<file path="config.mk">
export PLATFORM = sky130hd
export DESIGN_NAME = sorted_priority_queue_flat
export DESIGN_NICKNAME = d
export VERILOG_FILES = /design/src/rtl/spq_pkg.sv /design/src/rtl/spq_if.sv /design/src/rtl/spq_ctrl.sv /design/src/rtl/spq_dp.sv /design/src/rtl/sorted_priority_queue.sv /design/src/flat_wrapper.sv
export VERILOG_INCLUDE_DIRS = /design/src /design/src/rtl
export SDC_FILE = /design/constraint.sdc
export NUM_CORES = 2
export LEC_CHECK = 0
export BUFFER_PORTS_ARGS = -buffer_cell sky130_fd_sc_hd__buf_2
export CAP_MARGIN = 30
export CELL_PAD_IN_SITES_DETAIL_PLACEMENT = 0
export CELL_PAD_IN_SITES_GLOBAL_PLACEMENT = 1
export CORE_MARGIN = 2
export CORE_UTILIZATION = 45
export CTS_CLUSTER_DIAMETER = 120
export DETAILED_ROUTE_END_ITERATION = 12
export GPL_TIMING_DRIVEN = 0
export HOLD_SLACK_MARGIN = 0.15
export PLACE_DENSITY = 0.7
export SETUP_SLACK_MARGIN = 0.5
export SKIP_LAST_GASP = 1
export SYNTH_ARGS = -nofsm -noshare
export SYNTH_HDL_FRONTEND = slang
export SYNTH_HIERARCHICAL = 1
export SYNTH_SLANG_ARGS = --single-unit
</file>
<file path="constraint.sdc">
create_clock -name i_clk -period 13.1 [get_ports i_clk]
set_input_delay 2.62 -clock i_clk [delete_from_list [all_inputs] [get_ports i_clk]]
set_output_delay 2.62 -clock i_clk [all_outputs]
set_load 0.05 [all_outputs]
</file>
<file path="src/rtl/assert_macros.svh">
// ----------------------------------------------------------------------------
// Assertion macros
// Shared concurrent assertion wrappers for the sorted priority queue RTL.
// ----------------------------------------------------------------------------
`ifndef ASSERT_MACROS_SVH
`define ASSERT_MACROS_SVH

// Property must hold at every clock edge outside reset
`define SPQ_ASSERT(lbl, clk, rst_n, prop, msg) \
    lbl: assert property (@(posedge clk) disable iff (!(rst_n)) (prop)) else $error(msg);

// Condition must never be seen outside reset
`define SPQ_NEVER(lbl, clk, rst_n, cond, msg) \
    lbl: assert property (@(posedge clk) disable iff (!(rst_n)) !(cond)) else $error(msg);

`endif

</file>
<file path="src/rtl/spq_pkg.sv">
// ----------------------------------------------------------------------------
// Sorted priority queue package
// Constants, codes and controller/datapath types shared across the block.
// ----------------------------------------------------------------------------
package spq_pkg;

    // Default number of queue entries
    localparam int CAPACITY = 16;

    // Field widths
    localparam int DATA_W   = 32;
    localparam int STATUS_W = 2;

    // Operation codes
    localparam logic CMD_ENQ = 1'b0;
    localparam logic CMD_DEQ = 1'b1;

    // Result status codes
    typedef logic [STATUS_W-1:0] t_status;
    localparam t_status STATUS_OK    = 2'd0;
    localparam t_status STATUS_EMPTY = 2'd1;
    localparam t_status STATUS_FULL  = 2'd2;

    // Controller to datapath commands
    typedef struct packed {
        logic load;          // capture the incoming transaction
        logic enq;           // insert held item into the cell row
        logic deq;           // shift the cell row towards the front
        logic write_result;  // load the output register
    } t_dp_cmd;

    // Datapath to controller status
    typedef struct packed {
        logic is_deq;        // held transaction is a dequeue
        logic full;
        logic empty;
    } t_dp_stat;

endpackage

</file>
<file path="src/rtl/spq_if.sv">
// ----------------------------------------------------------------------------
// Sorted priority queue channel interfaces
// Request channel (command, value, priority) and response channel.
// ----------------------------------------------------------------------------
interface spq_req_if;
    logic                                  valid;
    logic                                  ready;
    logic                                  cmd;
    logic signed [spq_pkg::DATA_W-1:0]     item_value;
    logic signed [spq_pkg::DATA_W-1:0]     item_priority;

    modport source (output valid, output cmd, output item_value, output item_priority,
                    input ready);
    modport sink   (input valid, input cmd, input item_value, input item_priority,
                    output ready);
endinterface

interface spq_rsp_if;
    logic                                  valid;
    logic                                  ready;
    logic signed [spq_pkg::DATA_W-1:0]     out_value;
    logic [spq_pkg::STATUS_W-1:0]          status;

    modport source (output valid, output out_value, output status, input ready);
    modport sink   (input valid, input out_value, input status, output ready);
endinterface

</file>
<file path="src/rtl/spq_ctrl.sv">
// ----------------------------------------------------------------------------
// Sorted priority queue controller
// Two-state sequencer: captures a transaction, then executes it on the cell
// row and loads the response register once that register is free.
// ----------------------------------------------------------------------------
`include "assert_macros.svh"

module spq_ctrl (
    input  logic               i_clk,
    input  logic               i_rst_n,
    input  logic               i_req_valid,
    output logic               o_req_ready,
    output logic               o_rsp_valid,
    input  logic               i_rsp_ready,
    input  spq_pkg::t_dp_stat  i_stat,
    output spq_pkg::t_dp_cmd   o_ctl
);

    typedef enum logic [1:0] {
        S_IDLE = 2'b01,
        S_EXEC = 2'b10
    } t_state;

    t_state r_state, n_state;
    logic   r_rsp_valid, n_rsp_valid;
    logic   w_slot_free;

    // Response register can take a result this cycle
    assign w_slot_free = !r_rsp_valid || i_rsp_ready;

    // Next state and commands
    always_comb begin
        n_state = r_state;
        o_ctl   = '0;
        unique case (r_state)
            S_IDLE: begin
                if (i_req_valid) begin
                    o_ctl.load = 1'b1;
                    n_state    = S_EXEC;
                end
            end
            S_EXEC: begin
                if (w_slot_free) begin
                    o_ctl.write_result = 1'b1;
                    o_ctl.enq          = !i_stat.is_deq && !i_stat.full;
                    o_ctl.deq          = i_stat.is_deq && !i_stat.empty;
                    n_state            = S_IDLE;
                end
            end
            default: n_state = S_IDLE;
        endcase
    end

    // Response valid flag
    always_comb begin
        n_rsp_valid = r_rsp_valid;
        if (o_ctl.write_result) begin
            n_rsp_valid = 1'b1;
        end else if (i_rsp_ready) begin
            n_rsp_valid = 1'b0;
        end
    end

    always_ff @(posedge i_clk) begin
        if (!i_rst_n) begin
            r_state     <= S_IDLE;
            r_rsp_valid <= 1'b0;
        end else begin
            r_state     <= n_state;
            r_rsp_valid <= n_rsp_valid;
        end
    end

    assign o_req_ready = (r_state == S_IDLE);
    assign o_rsp_valid = r_rsp_valid;

    // Assertions
    `SPQ_NEVER(a_enq_and_deq, i_clk, i_rst_n, o_ctl.enq && o_ctl.deq, "enq and deq together")
    `SPQ_ASSERT(a_write_in_exec, i_clk, i_rst_n, o_ctl.write_result |-> r_state == S_EXEC, "result written outside execute")
    `SPQ_ASSERT(a_rsp_from_write, i_clk, i_rst_n, $rose(r_rsp_valid) |-> $past(o_ctl.write_result), "response without result write")
    `SPQ_ASSERT(a_exec_returns, i_clk, i_rst_n, o_ctl.load |=> r_state == S_EXEC, "load did not enter execute")

endmodule

</file>
<file path="src/rtl/spq_dp.sv">
// ----------------------------------------------------------------------------
// Sorted priority queue datapath
// Row of cells kept sorted by priority, front at cell 0. Each cell compares
// its own priority with the held item and picks keep, new item or neighbour.
// ----------------------------------------------------------------------------
`include "assert_macros.svh"

module spq_dp #(
    parameter int CAPACITY = spq_pkg::CAPACITY
) (
    input  logic                              i_clk,
    input  logic                              i_rst_n,
    input  logic                              i_in_cmd,
    input  logic signed [spq_pkg::DATA_W-1:0] i_in_value,
    input  logic signed [spq_pkg::DATA_W-1:0] i_in_priority,
    input  spq_pkg::t_dp_cmd                  i_ctl,
    output spq_pkg::t_dp_stat                 o_stat,
    output logic signed [spq_pkg::DATA_W-1:0] o_out_value,
    output spq_pkg::t_status                  o_status
);

    localparam int CW = $clog2(CAPACITY + 1);

    // Held transaction
    logic                              r_cmd;
    logic signed [spq_pkg::DATA_W-1:0] r_in_value;
    logic signed [spq_pkg::DATA_W-1:0] r_in_prio;

    // Cell row
    logic signed [spq_pkg::DATA_W-1:0] r_val [CAPACITY];
    logic signed [spq_pkg::DATA_W-1:0] r_pri [CAPACITY];
    logic [CW-1:0]                     r_count;

    logic [CAPACITY-1:0]               w_ge;
    logic [CAPACITY-1:0]               w_take_new;
    logic signed [spq_pkg::DATA_W-1:0] w_prv_val [CAPACITY];
    logic signed [spq_pkg::DATA_W-1:0] w_prv_pri [CAPACITY];
    logic signed [spq_pkg::DATA_W-1:0] w_nxt_val [CAPACITY];
    logic signed [spq_pkg::DATA_W-1:0] w_nxt_pri [CAPACITY];

    logic signed [spq_pkg::DATA_W-1:0] r_out_value;
    spq_pkg::t_status                  r_status;

    logic w_full, w_empty;

    assign w_full  = (r_count == CW'(CAPACITY));
    assign w_empty = (r_count == '0);

    // Capture incoming transaction
    always_ff @(posedge i_clk) begin
        if (i_ctl.load) begin
            r_cmd      <= i_in_cmd;
            r_in_value <= i_in_value;
            r_in_prio  <= i_in_priority;
        end
    end

    // Per-cell compare and neighbour selection
    for (genvar g = 0; g < CAPACITY; g++) begin : g_cell
        // occupied and at least as urgent as the new item: it stays ahead
        assign w_ge[g] = (CW'(g) < r_count) && (r_pri[g] >= r_in_prio);

        if (g == 0) begin : g_front
            assign w_take_new[g] = 1'b1;
            assign w_prv_val[g]  = r_in_value;
            assign w_prv_pri[g]  = r_in_prio;
        end else begin : g_body
            assign w_take_new[g] = w_ge[g-1];
            assign w_prv_val[g]  = r_val[g-1];
            assign w_prv_pri[g]  = r_pri[g-1];
        end

        if (g == CAPACITY - 1) begin : g_back
            assign w_nxt_val[g] = r_val[g];
            assign w_nxt_pri[g] = r_pri[g];
        end else begin : g_mid
            assign w_nxt_val[g] = r_val[g+1];
            assign w_nxt_pri[g] = r_pri[g+1];
        end

        always_ff @(posedge i_clk) begin
            if (i_ctl.enq && !w_ge[g]) begin
                if (w_take_new[g]) begin
                    r_val[g] <= r_in_value;
                    r_pri[g] <= r_in_prio;
                end else begin
                    r_val[g] <= w_prv_val[g];
                    r_pri[g] <= w_prv_pri[g];
                end
            end else if (i_ctl.deq) begin
                r_val[g] <= w_nxt_val[g];
                r_pri[g] <= w_nxt_pri[g];
            end
        end
    end

    // Occupancy count
    always_ff @(posedge i_clk) begin
        if (!i_rst_n) begin
            r_count <= '0;
        end else if (i_ctl.enq) begin
            r_count <= r_count + CW'(1);
        end else if (i_ctl.deq) begin
            r_count <= r_count - CW'(1);
        end
    end

    // Response register
    always_ff @(posedge i_clk) begin
        if (i_ctl.write_result) begin
            priority if (r_cmd == spq_pkg::CMD_DEQ && w_empty) begin
                r_out_value <= '0;
                r_status    <= spq_pkg::STATUS_EMPTY;
            end else if (r_cmd == spq_pkg::CMD_DEQ) begin
                r_out_value <= r_val[0];
                r_status    <= spq_pkg::STATUS_OK;
            end else if (w_full) begin
                r_out_value <= '0;
                r_status    <= spq_pkg::STATUS_FULL;
            end else begin
                r_out_value <= '0;
                r_status    <= spq_pkg::STATUS_OK;
            end
        end
    end

    assign o_stat.is_deq = (r_cmd == spq_pkg::CMD_DEQ);
    assign o_stat.full   = w_full;
    assign o_stat.empty  = w_empty;
    assign o_out_value   = r_out_value;
    assign o_status      = r_status;

    // Assertions
    `SPQ_ASSERT(a_count_bound, i_clk, i_rst_n, r_count <= CW'(CAPACITY), "count above capacity")
    `SPQ_ASSERT(a_enq_count, i_clk, i_rst_n, i_ctl.enq |=> r_count == $past(r_count) + CW'(1), "enqueue count step")
    `SPQ_ASSERT(a_deq_count, i_clk, i_rst_n, i_ctl.deq |=> r_count == $past(r_count) - CW'(1), "dequeue count step")
    `SPQ_ASSERT(a_enq_empty_front, i_clk, i_rst_n, (i_ctl.enq && w_empty) |=> r_val[0] == $past(r_in_value), "insert into empty queue missed front")

endmodule

</file>
<file path="src/rtl/sorted_priority_queue.sv">
// ----------------------------------------------------------------------------
// Sorted priority queue
// Bounded queue kept sorted by priority, highest first, equal priorities in
// arrival order. Enqueue inserts, dequeue returns the front value.
// ----------------------------------------------------------------------------
//  Channel  | Dir | Payload                          | Handshake
//  i_req    | in  | cmd, item_value, item_priority   | valid/ready
//  o_rsp    | out | out_value, status                | valid/ready
//
//  Each transaction is captured in S_IDLE, then executed in S_EXEC, where every
//  cell compares against the held priority and shifts or loads in parallel.
//  Exactly one response per request; status flags empty dequeue or full drop.
//  i_rst_n is synchronous, active low; it empties the queue (no clearing pass).
//  A new request is taken while the previous response waits; execution stalls
//  only while the response register is still held by the sink.
// ----------------------------------------------------------------------------
module sorted_priority_queue #(
    parameter int CAPACITY = spq_pkg::CAPACITY
) (
    input  logic      i_clk,
    input  logic      i_rst_n,
    spq_req_if.sink   i_req,
    spq_rsp_if.source o_rsp
);

    spq_pkg::t_dp_cmd  w_ctl;
    spq_pkg::t_dp_stat w_stat;

    // Sequencer
    spq_ctrl u_ctrl (
        .i_clk       (i_clk),
        .i_rst_n     (i_rst_n),
        .i_req_valid (i_req.valid),
        .o_req_ready (i_req.ready),
        .o_rsp_valid (o_rsp.valid),
        .i_rsp_ready (o_rsp.ready),
        .i_stat      (w_stat),
        .o_ctl       (w_ctl)
    );

    // Cell row and response register
    spq_dp #(
        .CAPACITY (CAPACITY)
    ) u_dp (
        .i_clk         (i_clk),
        .i_rst_n       (i_rst_n),
        .i_in_cmd      (i_req.cmd),
        .i_in_value    (i_req.item_value),
        .i_in_priority (i_req.item_priority),
        .i_ctl         (w_ctl),
        .o_stat        (w_stat),
        .o_out_value   (o_rsp.out_value),
        .o_status      (o_rsp.status)
    );

endmodule

</file>
<file path="src/flat_wrapper.sv">
// flat-port wrapper written by rule: the top's interface ports become plain ports
module sorted_priority_queue_flat 
#(
    parameter int CAPACITY = spq_pkg::CAPACITY
)
  (i_clk, i_rst_n, i_req_valid, i_req_cmd, i_req_item_value, i_req_item_priority, i_req_ready, o_rsp_valid, o_rsp_out_value, o_rsp_status, o_rsp_ready);
  spq_req_if i_req_i ();
  spq_rsp_if o_rsp_i ();
  input  logic i_clk;
  input  logic i_rst_n;
  input wire logic [$bits(i_req_i.valid)-1:0] i_req_valid;
  input wire logic [$bits(i_req_i.cmd)-1:0] i_req_cmd;
  input wire logic [$bits(i_req_i.item_value)-1:0] i_req_item_value;
  input wire logic [$bits(i_req_i.item_priority)-1:0] i_req_item_priority;
  output wire logic [$bits(i_req_i.ready)-1:0] i_req_ready;
  output wire logic [$bits(o_rsp_i.valid)-1:0] o_rsp_valid;
  output wire logic [$bits(o_rsp_i.out_value)-1:0] o_rsp_out_value;
  output wire logic [$bits(o_rsp_i.status)-1:0] o_rsp_status;
  input wire logic [$bits(o_rsp_i.ready)-1:0] o_rsp_ready;
  assign i_req_i.valid = i_req_valid;
  assign i_req_i.cmd = i_req_cmd;
  assign i_req_i.item_value = i_req_item_value;
  assign i_req_i.item_priority = i_req_item_priority;
  assign i_req_ready = i_req_i.ready;
  assign o_rsp_valid = o_rsp_i.valid;
  assign o_rsp_out_value = o_rsp_i.out_value;
  assign o_rsp_status = o_rsp_i.status;
  assign o_rsp_i.ready = o_rsp_ready;
  sorted_priority_queue #(.CAPACITY(CAPACITY)) u_core (.i_clk(i_clk), .i_rst_n(i_rst_n), .i_req(i_req_i), .o_rsp(o_rsp_i));
endmodule
</file>
==> impl_metrics.json <==
{
  "setup_tns_ns": 0,
  "min_to": "u_core/u_ctrl/o_rsp_valid",
  "layout-drive-gt1-share_pct": 14.6,
  "postSynthAreaPerCell_sq_um": 11.7,
  "vias_per_cell": 6.66,
  "post_cts_resized": 0,
  "grt_pass1_vias": 51389,
  "grt_usage_pct": 31.9,
  "synth.area.top_cells": "edfxtp_1 51%, ha_1 9.8%, a221o_1 5.9%, nand3_1 2.3%, o221a_2 2.2%",
  "clk-insertion-delay-late_ns": 0.81,
  "worst_pin_slew_ns": 1.11,
  "syn-cell-area_sq_um": 65700,
  "dieArea_sq_um": 149000,
  "die_w_um": 386,
  "rows": 140,
  "synth_area_leader_cell": "edfxtp_1",
  "clock-root-buffer": "clkbuf_16",
  "drt_iter0_drc": 6858,
  "initial_core_util_pct": 45.2,
  "min_delay_path_depth": 2,
  "reg2reg_slack_ns": 6.39,
  "critPathKind": "in -> reg",
  "io_pins": 105,
  "cts_sinks": 1131,
  "r2r_end": "u_core/u_dp/r_val[0][180]",
  "p_per_area_nw_per_um2": 114,
  "slew_violations": 0,
  "firstDrtPassIters": 8,
  "reg2reg_depth": 16,
  "dp.cells": 7705,
  "via_count": 52914,
  "die_height_um": 386,
  "yosysTopAreaCellShare_pct": 51.3,
  "routabilityCongestion": 0.933,
  "antenna_found_initial": 11,
  "ys_types": 93,
  "synth_edf_count": 1123,
  "p_int_mw": 6.47,
  "setup_viol_count_final": 0,
  "post_cts_buffers": 0,
  "wl_per_cell_um": 30.5,
  "syn_to_final_growth_pct": 13.6,
  "max_clock_freq_mhz": 131,
  "drc": 0,
  "critPathRequiredTime_ns": 13.63,
  "peakVddDrop_uv": 109,
  "maxCapViolCount": 0,
  "hold_buffers": 0,
  "finalCriticalPeriod_ns": 7.65,
  "core_area_sq_um": 145000,
  "fillCellCount": 12879,
  "layout.cells.non_filler": 7949,
  "ys_ff_latch": 1131,
  "arrival_ns": 8.18,
  "startpoint_type": "input port",
  "hold_start": "u_core/u_ctrl/o_rsp_valid",
  "grt.overflow.total": 0,
  "pwr-share-clk_pct": 42.7,
  "grt_max_degree": 54,
  "syn_inst": 5602,
  "async_flop_share_pct": 0,
  "end_kind": "register",
  "cts_htree_levels": 4,
  "hpwl_um": 179000,
  "clock_path_buffers": 3,
  "antenna_left": 0,
  "r2r_start": "u_core/u_dp/r_count[4]",
  "p_seq_share_pct": 48.1,
  "post-route-period-util_pct": 58.4,
  "fin_nets": 6515,
  "p_sw_share_pct": 24.0,
  "wirelength_um": 243000,
  "grt_pass1_wl_um": 347000,
  "synth_fp_nets": 6187,
  "clk_pin_slew_worst_paths_ns": 0.05,
  "combPwrFrac_pct": 9.2,
  "min_path_type": "reg -> reg",
  "rsz0062_at_grt": "false",
  "final_cell_mix": "1123 x edfxtp_1, 516 x ha_1, 389 x a221o_1, 356 x inv_1, 319 x clkbuf_1",
  "maxSlewHeadroom_pct": 25.9,
  "total_power_mw": 8.51,
  "final_common_cell": "edfxtp_1",
  "fin_hold_ws_ns": 0.501,
  "yosysWarnings": 6,
  "hold_viol": 0,
  "clock_skew_ns": 0.0415,
  "numCtsBuffers": 137,
  "leakage_nw": 27.3,
  "p_sw_mw": 2.05,
  "cp_max_fo": 13,
  "synth_flop_cell": "edfxtp_1",
  "final_core_util_pct": 51.4,
  "cts_tree": "built",
  "ys_seq_area_share_pct": 51.6,
  "status": "completed",
  "port_buffers": 104
}
[layer usage]
layer	vias up	wire length, um	share of wire [%]	track usage (%)
li1	23096	-	-	-
met1	26456	104000	43	44.6
met2	2905	104000	43	47.1
met3	447	24600	10	8.46
met4	10	9720	4.0	12.6
met5	-	205	0.085	0.422
[Yosys cell counts, drive strengths merged, types with 9 or more instances]
cell type / number
and2: 109
a211oi: 27
mux2i: 69
nand2b: 18
and4: 11
or4: 12
and3: 82
o221ai: 133
a22oi: 70
or2: 66
ha: 516
nand4: 109
nor3: 160
edfxtp: 1123
nand2: 178
inv: 357
a211o: 9
nor4: 77
o21ai: 147
o21a: 14
o31ai: 73
nor2b: 22
mux2: 131
a31oi: 11
nor2: 258
nand3: 303
buf: 164
a21o: 38
a21oi: 262
a221oi: 73
clkbuf: 293
o211ai: 92
a221o: 389
o221a: 128
[final cells by class]
class | count | area (sq um) | share of cell area, %
well taps | 1917 | 2400 | 3.21
multi-input cells | 3657 | 28600 | 38.3
flip-flops and latches | 1131 | 33900 | 45.4
inverters | 357 | 1340 | 1.80
clock inverters | 56 | 483 | 0.647
clock buffers | 171 | 3620 | 4.85
plain buffers | 457 | 2050 | 2.75
repair buffers | 189 | 2240 | 3.00
diodes | 14 | 35.0 | 0.0469
[per-stage QoR]
stage	instance area, sq um	setup WS, ns
3_3_place_gp	68600	-3.04
5_1_grt	74600	5.50
6_report	74700	5.45
4_1_cts	74600	5.60
3_5_place_dp	70500	4.78
2_1_floorplan	65700	4.29
[worst max path at each step]
| stage | from | endpoint | slack, ns | depth (start not counted) |
|---|---|---|---|---|
| 2_1_floorplan | o_rsp_ready | u_core/u_dp/r_pri[1][224] | 4.29 | 6 |
| 3_5_place_dp | o_rsp_ready | u_core/u_dp/r_val[0][183] | 4.78 | 14 |
| 5_1_grt | o_rsp_ready | u_core/u_dp/r_val[0][188] | 5.50 | 14 |
| 3_3_place_gp | o_rsp_ready | u_core/u_dp/r_val[1][240] | -3.04 | 7 |
| 6_report | o_rsp_ready | u_core/u_dp/r_val[0][180] | 5.45 | 14 |
| 4_1_cts | o_rsp_ready | u_core/u_dp/r_val[0][174] | 5.60 | 14 |
[sequential cells by signal, indices dropped and copies added (netlist names)]
name and count:
u_core/u_dp/r_val 512, u_core/u_dp/r_count 5, u_core/u_ctrl/r_state 2, u_core/u_dp/r_in_prio 32, u_core/u_dp/r_pri 512, u_core/u_dp/r_in_value 32
u_core/u_dp/r_cmd 1, u_core/u_ctrl/o_rsp_valid 1, u_core/u_dp/o_out_value 32, u_core/u_dp/o_status 2
[power groups by stage]
stage	logic [mW]	clock network, mW	registers [mW]
after detailed placement	0.763	0	4.17
final	0.781	3.63	4.10
after global placement	0.706	0	4.18
after global routing	0.847	3.82	4.10
after floorplan	0.503	0	4.16
after CTS	0.768	3.69	4.10
[critical path, stage by stage]
cell	delay [ns]
buf_2	0.11
nor2b_1	0.48
nor4b_2	0.18
inv_1	0.36
clkbuf_1	0.33
buf_8	0.22
clkbuf_1	0.70
clkbuf_1	0.78
buf_6	0.26
clkbuf_1	0.48
buf_16	0.22
nand4_1	0.75
buf_8	0.46
buf_8	0.18
[logic make-up after synthesis]
group / after synthesis / synth area share (%)
compound gates: 1515 / 18.6
simple gates: 1422 / 11.2
flops: 1131 / 51.6
buf+inv: 814 / 5.15
xor+xnor: 4 / 0.0533
fa+ha+maj: 516 / 9.83
mux: 200 / 3.64
No activity file was read; power rests on OpenSTA's default activity.
